## src/hw/rtl/mme_ram.sv

```systemverilog
// ----------------------------------------------------------------------------
// mme_ram: generic single-port-write, single-port-read RAM
// One write and one read per cycle; read data is registered.
// ----------------------------------------------------------------------------
module mme_ram #(
  parameter int WIDTH = 16,
  parameter int DEPTH = 64
) (
  clk,
  wr_en,
  wr_addr,
  wr_data,
  rd_addr,
  rd_data
);
  localparam int AW = (DEPTH > 1) ? $clog2(DEPTH) : 1;

  input  logic             clk;
  input  logic             wr_en;
  input  logic [AW-1:0]    wr_addr;
  input  logic [WIDTH-1:0] wr_data;
  input  logic [AW-1:0]    rd_addr;
  output logic [WIDTH-1:0] rd_data;

  logic [WIDTH-1:0] mem [DEPTH];

  always_ff @(posedge clk) begin
    if (wr_en) begin
      mem[wr_addr] <= wr_data;
    end
    rd_data <= mem[rd_addr];
  end

endmodule

```

## config.mk

```make
export PLATFORM = sky130hd
export DESIGN_NAME = mme_ram
export DESIGN_NICKNAME = d
export VERILOG_FILES = /design/src/hw/rtl/mme_ram.sv
export SDC_FILE = /design/constraint.sdc
export NUM_CORES = 1
export LEC_CHECK = 0
export BUFFER_PORTS_ARGS = -buffer_cell sky130_fd_sc_hd__clkbuf_2
export CAP_MARGIN = 30
export CORE_MARGIN = 2
export CORE_UTILIZATION = 35
export DETAILED_ROUTE_END_ITERATION = 7
export PLACE_DENSITY = 0.49
export SYNTH_ARGS = -nofsm -noshare
export SYNTH_HDL_FRONTEND = slang
export SYNTH_SLANG_ARGS = --single-unit
export TNS_END_PERCENT = 5
```

## constraint.sdc

```tcl
create_clock -name clk -period 8.5 [get_ports clk]
set_input_delay 2.55 -clock clk [delete_from_list [all_inputs] [get_ports clk]]
set_output_delay 2.55 -clock clk [all_outputs]
set_load 0.01 [all_outputs]
```

== Yosys cells after proc, flatten, opt, wreduce, memory -nomap -nowiden ==
Memories as Yosys holds them, arrays and structs flattened. A register that Yosys moved wholly into a read port is not among the register bits.
Cells that the tools add are included.
Storage, ports and cells
  register bits: 0
  memory bits (writable): 1024
  bits of input ports: 30
  output and inout port bits: 16
  memories: 1
Memory list
  mem: words 64, width 16, rd ports 1, clocked after Yosys merged registers in 1, write ports 1, RTL line 25  | logic [WIDTH-1:0] mem [DEPTH];
Operators by class
  multiplexer cells: 2
Operator list (number)
  two-way mux 1 bit: 2

== Longest topological paths before layout ==
Gate-level depths: netlist (run 1).
  depth in word-level cells: 2
  mapped depth: 10
  gate-level depth less buffers: 5

== Worst setup path before layout (run 1) ==
No wires, ideal clock.
  path kind: input to register
  start point: input wr_addr[3]
  end point: memory mem[48][0], enable pin
  setup time: 0.409 ns
  arrival: 4.176 ns
  required time: 8.091 ns
  setup slack: 3.915 ns
  stages: 4
  path through: clkbuf_1 > nor2b_1 > nand4b_1 > nor3_1
RTL lines
  start, declared: RTL line 20  | input logic [AW-1:0] wr_addr;
  end, declared: RTL line 25
No word-level cell before the write port.

==> results.json, run 1 <==
{
  "initial_core_util_pct": 35.2,
  "dp_hpwl_mm": 62.2,
  "instances_no_fill": 3588,
  "maxCapViolCount": 0,
  "skew_ps": 30.1,
  "layout-drive-gt1-share_pct": 27.1,
  "cp-end-kind": "register",
  "grt_max_degree": 83,
  "grt_pass1_wl_mm": 152,
  "drt-initial-drc-count": 2055,
  "finalHoldViolations": 0,
  "clockRootBuffer": "clkbuf_16",
  "period_needed_ps": 5190,
  "dieArea_um2": 117000,
  "routedWlPerCell_um": 29.7,
  "ff2ff_setup_slack_ps": 6210,
  "cts_tree": "done",
  "core_um2": 114000,
  "route.antenna.remaining_nets": 0,
  "max-slew-margin-rel_pct": 28.5,
  "clock-sinks": 1040,
  "status": "finished, final reports clean",
  "fillCellCount": 10148,
  "pwr_density_cell_nw_per_um2": 237,
  "holdWs_ps": 863,
  "syn-instance-count": 1829,
  "htreeDepth": 3,
  "final-setup-viol-count": 0,
  "critical_path_class": "in2reg",
  "synth_nets": 1859,
  "maxSlewViolCount": 0,
  "rows": 124,
  "grt_pass1_vias": 19865,
  "synth_ff_type": "edfxtp_1",
  "min_period_over_period_pct": 61.0,
  "arrival_ps": 5690,
  "clkPwrFrac_pct": 42.4,
  "cts_buffer_depth": 3,
  "multi_input_area_um2": 8280,
  "area_growth_pct": 14.4,
  "grt_use_total_pct": 18.3,
  "first_pass_iters": 5,
  "tightestPinTransition_ps": 1060,
  "avgViaCountPerCell": 5.38,
  "mostFrequentLayoutCells": "1,024 x edfxtp_1, 220 x mux4_2, 112 x clkbuf_16, 93 x buf_4, 85 x mux2i_1",
  "wl_mm": 107,
  "antenna_found_initial": 18,
  "finalSetupTns_ps": 0,
  "switching_share_pct": 21.6,
  "clk_latency_ps": 700,
  "syn_area_um2": 40000,
  "worst_ep_required_time_ps": 9000,
  "fmax_mhz": 193,
  "fin_nets": 2014,
  "leakage_nw": 14.4,
  "vias": 19302,
  "postCtsSetupRepairBufs": 0,
  "ys_warn_count": 0,
  "p_seq_share_pct": 52.6,
  "cts_made_buffers": 111,
  "ys_ff_latch": 1040,
  "ys_seq_area_share_pct": 77.6,
  "cp-start-kind": "input pin",
  "synth-edff-count": 1024,
  "gr-total-overflow": 0,
  "place_congestion": 0.757,
  "hold_buffers": 0,
  "ys_types": 43,
  "crit_fanout": 73,
  "final_common_cell": "edfxtp_1",
  "ir_drop_mv": 0.174,
  "avgSynthCellArea_um2": 21.9,
  "synth-async-reset-ratio_pct": 0,
  "p_int_mw": 8.50,
  "die_w_um": 342,
  "io_buffers": 45,
  "p_comb_share_pct": 4.9,
  "hold_path_class": "reg2reg",
  "rsz0062_at_grt": "false",
  "seq_area_um2": 31100,
  "pin_count": 46,
  "post-route-drc-count": 0,
  "die_h_um": 342,
  "path_clk_slew_ps": 60,
  "p_sw_mw": 2.34,
  "dp.cells": 3383,
  "ctsResizeCount": 0
}
==> cells by family (layout without fill, tap and decap cells) <==
logic type / Yosys count / count (layout) / share of synthesized area (%)
flops: 1040 / 1040 / 77.6
compound gates: 129 / 129 / 2.41
mux: 336 / 336 / 15.5
simple gates: 220 / 220 / 2.65
other cells: 0 / 2 / 0
buf+inv: 104 / 349 / 1.83
==> critical path: stages <==
cell      delay (ps)
buf_6            560
buf_4            550
nor2b_1          750
a221oi_1         290
a221oi_1         640
a311oi_1         190
==> path summary, 6_finish.rpt <==
path / start / to / cells after the start
worst max-delay path: rd_addr[1] / rd_data[4]$_DFF_P_ / 6
worst min register to register: mem[24][12]$_DFFE_PP_ / rd_data[12]$_DFF_P_ / 4
worst max register to register: mem[23][1]$_DFFE_PP_ / rd_data[1]$_DFF_P_ / 5
worst min-delay path: mem[24][12]$_DFFE_PP_ / rd_data[12]$_DFF_P_ / 4
==> sequential cells by signal, indices dropped and copies added, names as in the netlist <==
signal / cells
mem: 1024
rd_data: 16
==> Yosys cell counts, types with 6 or more instances <==
master	n	area [um^2]
dfxtp_1	16	320
a211oi_1	8	60.1
buf_4	13	97.6
buf_2	36	180
edfxtp_1	1024	30700
a221oi_1	16	140
nand4_1	12	75.1
a311oi_1	8	70.1
a211o_1	8	70.1
mux2i_1	85	851
a221o_1	6	60.1
nor2b_1	30	188
nand3_1	24	120
clkbuf_1	24	90.1
nand2_1	59	221
a22o_1	6	52.6
a22oi_1	39	293
a31oi_1	8	50.1
mux2_2	27	304
a21oi_1	17	85.1
nor2_1	72	270
mux4_2	220	4950
buf_6	17	191
==> power by group through the flow <==
| stage | Clock (mW) | Sequential [mW] | Combinational (mW) |
|---|---|---|---|
| 2_1_floorplan | 0 | 5.80 | 0.294 |
| 3_3_place_gp | 0 | 5.82 | 0.539 |
| 3_5_place_dp | 0 | 5.82 | 0.546 |
| 4_1_cts | 4.71 | 5.71 | 0.546 |
| 5_1_grt | 4.91 | 5.71 | 0.571 |
| 6_report | 4.60 | 5.71 | 0.533 |
==> metrics by stage <==
stage / power, mW / area [um^2] / setup slack [ps] / utilization, %
final: 10.8 / 45800 / 3310 / 40.2
after global routing: 11.2 / 45800 / 3230 / 40.2
after CTS: 11.0 / 45800 / 3260 / 40.2
after detailed placement: 6.36 / 42300 / 2530 / 37.2
after global placement: 6.35 / 42300 / 2540 / 37.1
after floorplan: 6.09 / 40000 / 3920 / -
==> area by class of cell <==
| cell class | count | share of cell area (%) |
|---|---|---|
| multi-input combinational | 685 | 18.1 |
| clock inverter | 64 | 1.16 |
| clock buffer | 139 | 6.38 |
| sequential | 1040 | 67.8 |
| antenna | 2 | 0.0109 |
| tap | 1512 | 4.13 |
| timing repair buffer | 146 | 2.41 |
==> layer usage <==
layer  wire length [um]  GRT usage (%)  part of all wire, %
met3               7370           3.27                  6.9
met1              47000           26.6                   44
met2              50400           29.1                   47
met4               1860           3.68                  1.7
met5                 58              0                0.054
No activity file was read; power rests on OpenSTA's default activity.
==> run 2: changes to the inputs <==
--- a/config.mk
+++ b/config.mk
@@ -10,7 +10,7 @@
 export CORE_MARGIN = 2
 export CORE_UTILIZATION = 35
 export DETAILED_ROUTE_END_ITERATION = 7
-export PLACE_DENSITY = 0.49
+export PLACE_DENSITY = 0.51
 export SYNTH_ARGS = -nofsm -noshare
 export SYNTH_HDL_FRONTEND = slang
 export SYNTH_SLANG_ARGS = --single-unit
==> constraint.sdc (replaced) <==
create_clock -name clk -period 4.3 [get_ports clk]
set_input_delay 1.29 -clock clk [delete_from_list [all_inputs] [get_ports clk]]
set_output_delay 1.29 -clock clk [all_outputs]
set_load 0.01 [all_outputs]
==> results.json, run 2 (synthesis gave the netlist of run 1 again) <==
{
  "final_common_cell": "edfxtp_1",
  "avgViaCountPerCell": 5.31,
  "reg_top3": "mem: 1024 flops, rd_data: 16 flops",
  "tightestPinTransition_ps": 1040,
  "wl_mm": 105,
  "grt_max_degree": 65,
  "mostFrequentLayoutCells": "1,024 x edfxtp_1, 220 x mux4_2, 141 x buf_4, 113 x clkbuf_16, 85 x mux2i_1",
  "io_buffers": 45,
  "area_growth_pct": 15.8,
  "grt_use_total_pct": 17.9,
  "min_period_over_period_pct": 71.5,
  "pin_count": 46,
  "reg2reg_from": "mem[31][11]$_DFFE_PP_",
  "pre_cts_ws_ps": 433,
  "cts_made_buffers": 110,
  "max-slew-margin-rel_pct": 30.8,
  "core_um2": 114000,
  "critical_path_class": "in2reg",
  "maxCapViolCount": 0,
  "route.antenna.remaining_nets": 0,
  "instances_no_fill": 3647,
  "gr-total-overflow": 0,
  "antenna_found_initial": 11,
  "layout-drive-gt1-share_pct": 29.2,
  "hold_path_startpoint": "mem[8][2]$_DFFE_PP_",
  "post-route-util_pct": 40.7,
  "grt_pass1_wl_mm": 149,
  "postCtsSetupRepairBufs": 0,
  "clk_latency_ps": 670,
  "cts_tree": "done",
  "skew_ps": 16.1,
  "fin_nets": 2072,
  "final-setup-viol-count": 0,
  "regMostFlops": "mem",
  "hold_path_class": "reg2reg",
  "initial_core_util_pct": 35.2,
  "dp.cells": 3441,
  "htreeDepth": 3,
  "cts_buffer_depth": 3,
  "ir_drop_mv": 0.272,
  "drt-initial-drc-count": 2137,
  "die_w_um": 342,
  "startpoint": "rd_addr[0]",
  "first_pass_iters": 5,
  "rsz0062_at_grt": "false",
  "vias": 19378,
  "fmax_mhz": 325,
  "leakage_nw": 14.7,
  "routedWlPerCell_um": 28.7,
  "largest_reg_flops": 1024,
  "clock-sinks": 1040,
  "worst_slack_ps": 1230,
  "worst_ep_required_time_ps": 4800,
  "cp-end-kind": "register",
  "dp_hpwl_mm": 64.3,
  "status": "finished, final reports clean",
  "pwr_density_cell_nw_per_um2": 464,
  "rows": 124,
  "place_congestion": 0.797,
  "period_needed_ps": 3070,
  "fillCellCount": 10053,
  "die_h_um": 342,
  "cp-start-kind": "input pin",
  "dieArea_um2": 117000,
  "path_clk_slew_ps": 60,
  "ctsResizeCount": 0,
  "seq_area_um2": 31100,
  "finalHoldViolations": 0,
  "grt_pass1_vias": 19906,
  "finalSetupTns_ps": 0,
  "multi_input_area_um2": 8250,
  "clockRootBuffer": "clkbuf_16",
  "post-route-drc-count": 0,
  "crit_fanout": 20,
  "hold_buffers": 0,
  "maxSlewViolCount": 0,
  "arrival_ps": 3580
}
run 2: worst paths after layout:
| check | to | slack [ps] | depth (start not counted) |
|---|---|---|---|
| worst max-delay path | rd_data[11]$_DFF_P_ | 1230 | 6 |
| worst min-delay path | rd_data[2]$_DFF_P_ | 890 | 4 |
| worst max register to register | rd_data[11]$_DFF_P_ | 2120 | 6 |
| worst min register to register | rd_data[2]$_DFF_P_ | 890 | 4 |
run 2: critical path, cell delays in order:
cell      delay [ps]
buf_8            250
buf_12           240
nor2b_1          630
a221oi_1         270
a221oi_1         750
a311oi_1         110
run 2: metrics by stage:
stage	hold slack, ps	instance area [um^2]	power (mW)
6_report	890	46400	21.5
5_1_grt	956	46400	22.2
4_1_cts	896	46300	21.7
3_5_place_dp	883	42900	12.6
3_3_place_gp	864	42800	12.6
2_1_floorplan	750	40000	12.0
run 2: layer usage:
layer  vias up  track usage, %  part of all wire, %
met5         -               0                0.079
met4        14            3.93                  2.0
met3       152            2.96                  5.4
met2       552            29.5                   49
met1     10521            25.1                   44
li1       8139               -                    -
run 2: layout make-up:
type | count | share of cell area, %
Timing Repair Buffer | 205 | 3.63
Clock buffer | 136 | 6.35
Multi-Input combinational cell | 685 | 17.8
Antenna cell | 2 | 0.0108
Sequential cell | 1040 | 67.0
Clock inverter | 67 | 1.13
Tap cell | 1512 | 4.08
run 2: where the power goes:
group	switching [mW]	internal, mW
Combinational	0.698	0.417
Clock	3.84	5.30
Sequential	0.0459	11.2
Total	4.58	16.9
