===== src/hw/rtl/mme_pkg.sv =====
// ----------------------------------------------------------------------------
// mme_pkg: shared types and constants of the matrix multiply engine
// Field widths, request and register codes, and the structs passed between
// the sequencer and the chain of multiply-accumulate cells.
// ----------------------------------------------------------------------------
package mme_pkg;

  localparam int DIM_W  = 4;   // width of a dimension register and loop counters
  localparam int IDX_W  = 3;   // width of a row or column index field
  localparam int VAL_W  = 16;  // Q8.8 element width
  localparam int PROD_W = 2 * VAL_W;
  localparam int ACC_W  = PROD_W + DIM_W;  // room for up to 15 products
  localparam int CFG_IDX_W = 2;

  localparam logic [1:0] REQ_LOAD_A  = 2'd0;
  localparam logic [1:0] REQ_LOAD_B  = 2'd1;
  localparam logic [1:0] REQ_COMPUTE = 2'd2;

  localparam logic [CFG_IDX_W-1:0] REG_A_ROWS    = 2'd0;
  localparam logic [CFG_IDX_W-1:0] REG_INNER_LEN = 2'd1;
  localparam logic [CFG_IDX_W-1:0] REG_B_COLS    = 2'd2;

  // One element of a row of A travelling down the cell chain.
  typedef struct packed {
    logic                    valid;
    logic                    first;
    logic                    last;
    logic [DIM_W-1:0]        k;
    logic signed [VAL_W-1:0] a;
  } mme_tok_t;

  // Write of one element of B, steered to the cell that owns its column.
  typedef struct packed {
    logic                    en;
    logic [IDX_W-1:0]        row;
    logic [IDX_W-1:0]        col;
    logic signed [VAL_W-1:0] value;
  } mme_wr_t;

endpackage


===== src/hw/rtl/mme_ram.sv =====
// ----------------------------------------------------------------------------
// mme_ram: generic single-port-write, single-port-read RAM
// One write and one read per cycle; read data is registered.
// ----------------------------------------------------------------------------
module mme_ram #(
  parameter int WIDTH = 16,
  parameter int DEPTH = 64
) (
  clk,
  wr_en,
  wr_addr,
  wr_data,
  rd_addr,
  rd_data
);
  localparam int AW = (DEPTH > 1) ? $clog2(DEPTH) : 1;

  input  logic             clk;
  input  logic             wr_en;
  input  logic [AW-1:0]    wr_addr;
  input  logic [WIDTH-1:0] wr_data;
  input  logic [AW-1:0]    rd_addr;
  output logic [WIDTH-1:0] rd_data;

  logic [WIDTH-1:0] mem [DEPTH];

  always_ff @(posedge clk) begin
    if (wr_en) begin
      mem[wr_addr] <= wr_data;
    end
    rd_data <= mem[rd_addr];
  end

endmodule


===== src/hw/rtl/mme_cell.sv =====
// ----------------------------------------------------------------------------
// mme_cell: one column cell of the multiply-accumulate chain
// Holds one column of B, multiplies each passing element of A by the matching
// B entry, accumulates over k, then rounds the finished sum to Q8.8 and saturates.
// ----------------------------------------------------------------------------
module mme_cell import mme_pkg::*; #(
  parameter int COL       = 0,
  parameter int MAX_DIM   = 8,
  parameter int FRAC_BITS = 8
) (
  input  logic                    clk,
  input  logic                    rst,
  input  logic                    clr,
  input  mme_wr_t                 wr,
  input  mme_tok_t                tok_in,
  output mme_tok_t                tok_out,
  output logic signed [VAL_W-1:0] res_value,
  output logic                    res_valid
);
  localparam int RAW = (MAX_DIM > 1) ? $clog2(MAX_DIM) : 1;
  localparam logic signed [ACC_W-1:0] HALF = (ACC_W'(1) << FRAC_BITS) >> 1;
  localparam logic signed [ACC_W-1:0] SAT_HI = ACC_W'(32767);
  localparam logic signed [ACC_W-1:0] SAT_LO = -ACC_W'(32768);

  logic [VAL_W-1:0]         b_raw;
  mme_tok_t                 tok1;
  logic signed [PROD_W-1:0] prod;
  logic                     v2, first2, last2;
  logic signed [ACC_W-1:0]  acc;
  logic                     done3;
  logic signed [ACC_W-1:0]  acc_half;
  logic signed [ACC_W-1:0]  acc_shift;
  logic signed [VAL_W-1:0]  acc_sat;

  mme_ram #(
    .WIDTH(VAL_W),
    .DEPTH(MAX_DIM)
  ) u_bcol (
    .clk    (clk),
    .wr_en  (wr.en && (int'(wr.col) == COL)),
    .wr_addr(RAW'(wr.row)),
    .wr_data(wr.value),
    .rd_addr(RAW'(tok_in.k)),
    .rd_data(b_raw)
  );

  // Stage 1: the token is registered while its B entry is read.
  always_ff @(posedge clk) begin
    if (rst) begin
      tok1 <= '0;
    end else begin
      tok1 <= tok_in;
    end
  end

  assign tok_out = tok1;

  // Stage 2: product.
  always_ff @(posedge clk) begin
    if (rst) begin
      v2 <= 1'b0;
    end else begin
      v2 <= tok1.valid;
    end
    first2 <= tok1.first;
    last2  <= tok1.last;
    prod   <= tok1.a * $signed(b_raw);
  end

  // Stage 3: accumulate; the first term of a sum restarts it.
  always_ff @(posedge clk) begin
    if (rst) begin
      done3 <= 1'b0;
    end else begin
      done3 <= v2 && last2;
    end
    if (v2) begin
      acc <= first2 ? ACC_W'(prod) : acc + ACC_W'(prod);
    end
  end

  // Round half up to the Q8.8 grid, then saturate.
  always_comb begin
    acc_half  = acc + HALF;
    acc_shift = acc_half >>> FRAC_BITS;
    if (acc_shift > SAT_HI) begin
      acc_sat = SAT_HI[VAL_W-1:0];
    end else if (acc_shift < SAT_LO) begin
      acc_sat = SAT_LO[VAL_W-1:0];
    end else begin
      acc_sat = acc_shift[VAL_W-1:0];
    end
  end

  // Stage 4: finished result, held until the next row clears it.
  always_ff @(posedge clk) begin
    if (rst) begin
      res_valid <= 1'b0;
    end else if (clr) begin
      res_valid <= 1'b0;
    end else if (done3) begin
      res_valid <= 1'b1;
    end
    if (done3) begin
      res_value <= acc_sat;
    end
  end

endmodule


===== config.mk =====
export PLATFORM = sky130hd
export DESIGN_NAME = mme_cell
export DESIGN_NICKNAME = d
export VERILOG_FILES = /design/src/hw/rtl/mme_pkg.sv /design/src/hw/rtl/mme_ram.sv /design/src/hw/rtl/mme_cell.sv
export SDC_FILE = /design/constraint.sdc
export NUM_CORES = 1
export LEC_CHECK = 0
export BUFFER_PORTS_ARGS = -buffer_cell sky130_fd_sc_hd__buf_4
export CAP_MARGIN = 20
export CORE_MARGIN = 5
export CORE_UTILIZATION = 42
export CTS_BUF_LIST = sky130_fd_sc_hd__clkbuf_8
export CTS_CLUSTER_DIAMETER = 100
export DETAILED_ROUTE_END_ITERATION = 8
export PLACE_DENSITY_LB_ADDON = 0.3
export SYNTH_ARGS = -nofsm -noshare
export SYNTH_HDL_FRONTEND = slang
export SYNTH_SLANG_ARGS = --single-unit

===== constraint.sdc =====
create_clock -name clk -period 8.9 [get_ports clk]
set_input_delay 1.335 -clock clk [delete_from_list [all_inputs] [get_ports clk]]
set_output_delay 1.335 -clock clk [all_outputs]
set_load 0.05 [all_outputs]

After elaboration in Yosys (flattened, before gate mapping)
Memory sizes are Yosys's and may differ from the RTL's. A register that Yosys moved wholly into a read port is not among the register bits.
Index checks and enable logic that the tools add are counted.

storage, ports and cells
  bits of input ports = 49
  RAM bits = 128
  output and inout port bits = 40
  memories kept = 1
  logic and storage cells = 27
  flip-flop bits (word level) = 112

memories
  name        depth  bits a word  read ports  clocked after Yosys merged registers in  wr ports  RTL line       RTL
  u_bcol.mem  8      16           1           1                                        1         mme_ram.sv:25  logic [WIDTH-1:0] mem [DEPTH];

operators by class
  multiply operators = 1
  order comparisons = 2
  add/sub/neg operators = 2
  reductions and logical operators = 4
  multiplexer cells = 4

operator list
  kind                                                             count
  adder 36 x 32 -> 36 bit                                          1
  adder 36 x 9 -> 36 bit, second input constant                    1
  2-to-1 mux 36 bit                                                1
  multiplier 16 x 16 -> 32 bit                                     1
  greater-than comparator 28 x 16 -> 1 bit, second input constant  1
  less-than comparator 28 x 16 -> 1 bit, second input constant     1
  2-to-1 mux 16 bit                                                1
  zero test 3 bit                                                  1
  logical AND 1 bit                                                2
  2-to-1 mux 1 bit                                                 2
  OR reduction 2 bit                                               1

Depth between registers and ports, before layout
Gate-level depths: netlist of the first run.

  depth after elaboration = 4
  gate-level depth with buffers = 25
  mapped depth without buffers = 24

Cells and area by module
Synthesis of the first run repeated with hierarchy kept, for this count alone.

second synthesis, totals
  cell total of the unflattened synthesis = 1916
  area total of the unflattened synthesis = 20890.0 um^2

modules (own cells, without submodules)
  module    cells an instance  times used  area each (um^2)
  mme_cell  1702               1           15596.2
  mme_ram   214                1           5293.8

Worst setup path after synthesis of the first run
Ideal clock, no wire load.

  path kind = flip-flop to flip-flop
  from = reg tok1, in the netlist tok_out[15]
  to = reg prod[29]
  path slack = 2.309 ns
  library setup time = 0.072 ns
  arrival = 6.518 ns
  cell stages (with the launch flop) = 21
  path buffers = 1
  cells stage by stage = dfxtp_1 clkbuf_1 nand2_1 fa_1 inv_1 fa_1 inv_1 fa_1 fa_1 fa_1 fa_1 inv_1 ha_1 a21oi_1 o21ai_0 a21o_1 or3_1 a41o_1 a31o_2 a21oi_1 xnor2_1

on the way
  word-level cells in the longest chain between the ends = 1

ends and longest elaborated chain
  item                          RTL line        RTL
  start, declared               mme_cell.sv:26  mme_tok_t tok1;
  start signal, assigned        mme_cell.sv:52  tok1 <= tok_in;
  multiplier 16 x 16 -> 32 bit  mme_cell.sv:67  prod <= tok1.a * $signed(b_raw);
  end signal, assigned          mme_cell.sv:67
  end, declared                 mme_cell.sv:27  logic signed [PROD_W-1:0] prod;

No other way between the ends.
A chain may end at the register's enable or synchronous reset.

Final worst setup path of the first run
Ends and elaborated chain as after synthesis.

==> flow_summary.ini, run 1 <==
[status]
status = finished, final reports clean

[worst_hold_path]
hold_class = reg2reg

[power_and_ir_drop]
combPwrFrac_pct = 64.0
p_leak_nw = 10.14
pwr-share-seq_pct = 22.0
clkPwrFrac_pct = 14.1
internal_power_mw = 4.154
peakVddDrop_uv = 261.3
p_sw_share_pct = 44.33
p_per_area_nw_per_um2 = 320.9
p_total_mw = 7.462
power.switching_mw = 3.308

[cts]
cts_root_buf = clkbuf_8
postCtsHoldBufs = 0
cts_buffers = 45
clkTransAtPathRegs_ns = 0.06
cts_tree = built
clock_sinks = 256
cts_setup_buffers = 0
cts.path.max_buffers = 3
insertion_delay_ns = 0.62
cts_resized = 0
h-tree-depth = 2

[route]
wl_per_cell_um = 16.27
via_per_inst = 4.984
via_count = 13570
first_pass_iters = 5
routed_wl_mm = 44.31
drcViolationCount = 0
drtIter0Drc = 589
ant_nets = 0

[timing]
timing.final.ws_setup_ns = 2.163
max_freq_ghz = 0.1484
setup_viol = 0
relSlewSlack_pct = 28.86
post-route-period-util_pct = 75.69
timing.setup.tns_ns = 0
hold_viol = 0
rsz0062_at_grt = no
finalClockSkew_ns = 0.02809
slew_violations = 0
max_slew.worst_pin.slew_ns = 1.066
period_minus_slack_ns = 6.737

[setup_path]
worstPathArrival_ns = 7.26
path_max_fanout = 17
critPathKind = reg2reg
worstSetupStartpointType = flop
required_ns = 9.42
worst_setup_path_end_kind = flop
ff2ff_setup_slack_ns = 2.16

[cells_and_area]
nets = 2453
ff_latch_area_um2 = 6928
finish.utilization_pct = 47.31
multi_input_area_um2 = 12490
drive_above_1_share_pct = 11.32
final_cell_mix = inv_1 (380), fa_1 (263), nand2_1 (205), edfxtp_1 (180), and2_1 (121)
area_growth_pct = 10.93
n_antenna_cell = 0
instances_no_fill = 2723
fillers = 4493
final_common_cell = inv_1

[floorplan]
die_h_um = 233.4
rows = 81
core_area_um2 = 49150
dieArea_um2 = 54480
io_pins = 89
initial_core_util_pct = 42.65
dieWidth_um = 233.4

[yosys]
postSynthAreaPerCell_um2 = 10.82
syn_nets = 2368
yosysUniqueCellTypes = 79
seq_area_frac_synth_pct = 33.04
ys_warn_count = 0
async_flop_share_pct = 0
synth_cells = 1938
ys_seq_elements = 256
synth_top_area_share_pct = 25.78
synth_edf_count = 180
yosys-top-cells-area = edfxtp_1 (26%), fa_1 (25%), dfxtp_1 (7.3%)
yosysTopAreaCell = edfxtp_1
syn_area_um2 = 20960
synth_flop_cell = edfxtp_1

[global_routing]
gr-total-overflow = 0
antenna_found_initial = 0
grt_max_degree = 70
grt_pass1_wl_mm = 74.25
grt_usage_pct = 16.87
grt_pass1_vias = 14790

[placed_design]
place_congestion = 0.8628
pre_cts_ws_ns = 2.143
dpl.cell_count = 2636
io_buffers = 88
dp_hpwl_mm = 33.55

[job]
maxCapViolCount = 0
-- path summary, 6_finish.rpt --
check,endpoint,cells past startpoint,from
worst max-delay path,prod[29],19,tok_out[15]
worst min-delay path,first2,0,tok_out[21]
worst max register to register,prod[29],19,tok_out[15]
worst min register to register,first2,0,tok_out[21]
-- routing by layer --
| metal | vias to the layer above | global-route usage [%] | part of all wire (%) |
|---|---|---|---|
| met5 | - | 0 | 0 |
| met4 | 0 | 4.716 | 2.0 |
| met3 | 74 | 3.330 | 5.4 |
| met2 | 323 | 28.93 | 48 |
| met1 | 6694 | 21.91 | 44 |
| li1 | 6480 | - | - |
-- registers in the layout, summed over array words and instances (netlist names) --
signal	cells
prod	32
u_bcol.rd_data	16
tok_out	23
last2	1
u_bcol.mem	128
acc	36
done3	1
res_value	16
first2	1
v2	1
res_valid	1
-- power groups by stage --
stage	registers [mW]	clock network, mW	logic, mW
after floorplan	1.61	0	3.85
after global placement	1.66	0	4.67
after detailed placement	1.66	0	4.79
after CTS	1.64	1.08	4.81
after global routing	1.66	1.14	5.53
final	1.64	1.05	4.77
-- critical path: stages, from the launching register on --
cell and delay, ns:
dfxtp_1 0.68, nand2_1 0.24, fa_1 0.60, inv_1 0.07, fa_1 0.90, inv_1 0.20, fa_1 0.56, fa_1 0.44
fa_1 0.52, fa_1 0.55, inv_1 0.04, ha_1 0.38, a21oi_1 0.15, o21ai_0 0.08, a21o_1 0.19, or3_1 0.32
a41o_1 0.23, a31o_2 0.23, a21oi_1 0.16, xnor2_1 0.13
-- cell usage after synthesis (3+ instances only) --
master / count
inv_1: 362
nand3_1: 21
fa_1: 263
a31o_2: 3
a21boi_0: 4
o21ai_1: 3
o21a_1: 11
nand4_1: 10
dfxtp_1: 76
nor2b_1: 28
xnor2_1: 48
a211oi_1: 13
and2_1: 121
edfxtp_1: 180
o21bai_1: 7
mux2_2: 19
clkbuf_1: 49
nor4b_1: 4
a31oi_1: 4
ha_1: 118
o21ai_0: 70
or3_1: 7
and3_1: 9
a21o_1: 19
a21oi_1: 65
o31a_1: 3
a211o_1: 3
nand2b_1: 14
nand2_1: 205
mux4_2: 32
xor2_1: 31
nor3_1: 12
buf_1: 4
nor2_1: 63
-- final cells by class --
| type | count | area share (%) |
|---|---|---|
| Clock buffer | 51 | 3.018 |
| Clock inverter | 32 | 0.8447 |
| Inverter | 363 | 5.859 |
| Timing Repair Buffer | 94 | 3.201 |
| Multi-Input combinational cell | 1263 | 53.71 |
| Tap cell | 664 | 3.573 |
| Sequential cell | 256 | 29.79 |
-- stage by stage --
stage | hold slack [ns] | area [µm²]
finish | 0.3479 | 23250
global route | 0.3640 | 23250
CTS | 0.3461 | 23190
detailed placement | 0.3388 | 22290
global placement | 0.3381 | 22290
floorplan | 0.3952 | 20960
-- cell families (layout without fill, tap and decap cells) --
kind of cell,count (synthesis),count (layout),share of synthesized area [%]
xor gates and xnor gates,79,79,3.301
adders and majority gates,381,381,32.16
muxes,52,52,4.506
AOI/OAI and AO/OA,234,234,7.037
buffers and inverters,419,540,7.550
DFF,256,256,33.04
and+or+nand+nor,517,517,12.40
(Power assumes the default switching activity.)
==> run 2: changes to the inputs <==
--- a/config.mk
+++ b/config.mk
@@ -5,6 +5,7 @@
 export SDC_FILE = /design/constraint.sdc
 export NUM_CORES = 1
 export LEC_CHECK = 0
+export ABC_AREA = 1
 export BUFFER_PORTS_ARGS = -buffer_cell sky130_fd_sc_hd__buf_4
 export CAP_MARGIN = 20
 export CORE_MARGIN = 5
==> constraint.sdc (replaced) <==
create_clock -name clk -period 6.85 [get_ports clk]
set_input_delay 1.0275 -clock clk [delete_from_list [all_inputs] [get_ports clk]]
set_output_delay 1.0275 -clock clk [all_outputs]
set_load 0.05 [all_outputs]
==> run 2 against run 1 <==
Final area is 6.1% higher. Total power is 55% higher. Critical path depth up 5. Register-to-register slack lost 1.6 ns. Wire length is 30% higher. Clock power up 33%. Die area up 6.8%. Clock-buffer cell count down 3.
==> flow_summary.ini, run 2 <==
[timing]
setup_viol = 0
hold_viol = 0
period_minus_slack_ns = 6.291
finalClockSkew_ns = 0.05493
post-route-period-util_pct = 91.84
timing.setup.tns_ns = 0
max_freq_ghz = 0.1590
max_slew.worst_pin.slew_ns = 1.104
rsz0062_at_grt = no
relSlewSlack_pct = 26.16
slew_violations = 0

[setup_path]
slowest_delay_ns = 0.85
required_ns = 7.38
r2r_cells = 24
path_buf_inv = 6
worst_setup_path_end_kind = flop
cp_top_family = adder cells
cp_slowest_cell = dfxtp_1
worstPathArrival_ns = 6.82
crit_top_cell = nand2_1
critPathKind = reg2reg
ff2ff_setup_slack_ns = 0.56
reg2reg_to = prod[30]
r2r-start = tok_out[5]
path_cells = nand2_1 > fa_1 > inv_1 > fa_1 > inv_1 > fa_1 > inv_1 > fa_1 > fa_1 > inv_1 > fa_1 > inv_1 > ha_1 > nand2_1 > inv_1 > nand2_1 > nor3_1 > nand4_1 > nand3_1 > nand2_1 > nand2_1 > nand2_1 > nand3_1 > nand2_1
path_max_fanout = 17
worstSetupStartpointType = flop

[yosys]
synth_compound_area_share_pct = 6.237
yosysTopAreaCell = edfxtp_1
syn_nets = 3123
synth_edf_count = 180
postSynthAreaPerCell_um2 = 8.336
synth_cells = 2693
seq_area_frac_synth_pct = 30.86
synth-xor-area-share_pct = 2.263
yosys-top-cells-area = edfxtp_1 (24%), fa_1 (23%), inv_1 (10%)
ys_warn_count = 0
synth_flop_cell = edfxtp_1
syn_area_um2 = 22450
async_flop_share_pct = 0
synth_fa_ha_area_share_pct = 30.03
synth_top_family_by_area = adder cells
synthSimpleGateAreaFrac_pct = 18.84
synth_top_area_share_pct = 24.08
ys_seq_elements = 256
yosysUniqueCellTypes = 41
synthMuxAreaShare_pct = 0
synthTopCellsByCount = inv_1 (605), nand2_1 (605), nor2_1 (280)

[cells_and_area]
largest_registers = u_bcol.mem: 128 flops, acc: 36 flops, prod: 32 flops
fillers = 5190
nets = 3189
drive_above_1_share_pct = 7.657
n_antenna_cell = 0
largest_reg_flops = 128
regMostFlops = u_bcol.mem
final_cell_mix = inv_1 (624), nand2_1 (605), nor2_1 (280), fa_1 (263), edfxtp_1 (180)
area_growth_pct = 9.955
finish.utilization_pct = 46.78
final_common_cell = inv_1

[worst_hold_path]
holdPathStages = 0
hold_class = reg2reg
worstHoldStart = tok_out[20]
min_to = last2

[cts]
cts_setup_buffers = 0
cts_buffers = 44
postCtsHoldBufs = 0
cts.path.max_buffers = 3
cts_root_buf = clkbuf_8
cts_tree = built
clkTransAtPathRegs_ns = 0.06
insertion_delay_ns = 0.64
clock_sinks = 256
cts_resized = 0
h-tree-depth = 2

[global_routing]
grt_pass1_vias = 18210
antenna_found_initial = 0
grt_usage_pct = 20.12
grt_pass1_wl_mm = 93.50
grt_max_degree = 66
gr-total-overflow = 0

[route]
via_count = 17350
routed_wl_mm = 57.40
ant_nets = 0
first_pass_iters = 5
drtIter0Drc = 1133
wl_per_cell_um = 16.48
drcViolationCount = 0
via_per_inst = 4.980

[floorplan]
rows = 84
dieArea_um2 = 58170
dieWidth_um = 241.2
core_area_um2 = 52760
die_h_um = 241.2
initial_core_util_pct = 42.55
io_pins = 89

[power_and_ir_drop]
p_leak_nw = 12.28
p_total_mw = 11.54
peakVddDrop_uv = 338.6
p_per_area_nw_per_um2 = 467.5

[placed_design]
dp_hpwl_mm = 44.93
place_congestion = 1.005
io_buffers = 88

[job]
maxCapViolCount = 0

[status]
status = finished, final reports clean
run 2: worst reg2reg max path: cells and delay by family, from the launching register on:
kind	cells	cell delay (ns)
adders and majority gates	7	3.58
DFF	1	0.85
and+or+nand+nor	11	1.44
buffers and inverters	6	0.36
run 2: stage by stage:
stage	area (µm²)	setup WS, ns	cells	hold WS, ns
floorplan	22450	0.8336	2693	0.3952
global placement	23800	0.7007	3401	0.3412
detailed placement	23800	0.5748	3401	0.3473
CTS	24680	0.5958	3483	0.3650
global route	24680	0.3075	3483	0.3740
finish	24680	0.5588	3483	0.3602
run 2: cells by family (layout without fill, tap and decap cells):
kind of cell / count (synthesis) / count (layout)
simple gates: 1040 / 1040
buf+inv: 699 / 801
fa+ha+maj: 381 / 381
compound gates: 259 / 259
flops: 256 / 256
xor+xnor: 58 / 58
run 2: power breakdown:
part | switching (mW) | total [mW] | internal (mW)
Combinational | 5.00 | 7.98 | 2.98
Clock | 0.666 | 1.40 | 0.729
Sequential | 0.207 | 2.16 | 1.95
Total | 5.87 | 11.5 | 5.67
run 2: worst max-delay path by stage:
stage                     slack [ns]        start  cells past startpoint        to
final                           0.56   tok_out[5]                     24  prod[30]
after global routing            0.31   tok_out[5]                     24  prod[30]
after CTS                       0.60   tok_out[5]                     24  prod[30]
after detailed placement        0.57   tok_out[5]                     24  prod[30]
after global placement          0.70   tok_out[5]                     24  prod[30]
after floorplan                 0.83  tok_out[15]                     18  prod[31]
run 2: per-layer routing:
| layer | share of wire, % | vias to the layer above | track usage [%] |
|---|---|---|---|
| met5 | 0 | - | 0 |
| met4 | 3.3 | 0 | 7.010 |
| met3 | 6.0 | 115 | 2.800 |
| met2 | 46 | 546 | 33.12 |
| met1 | 45 | 8342 | 27.51 |
| li1 | - | 8344 | - |
run 2: layout make-up:
cell class / instances / area [µm²] / area share (%)
Clock inverter: 34 / 217.7 / 0.8820
Timing Repair Buffer: 111 / 833.3 / 3.376
Tap cell: 688 / 860.8 / 3.488
Inverter: 608 / 2282 / 9.246
Sequential cell: 256 / 6927 / 28.06
Clock buffer: 48 / 660.6 / 2.677
Multi-Input combinational cell: 1738 / 12900 / 52.27
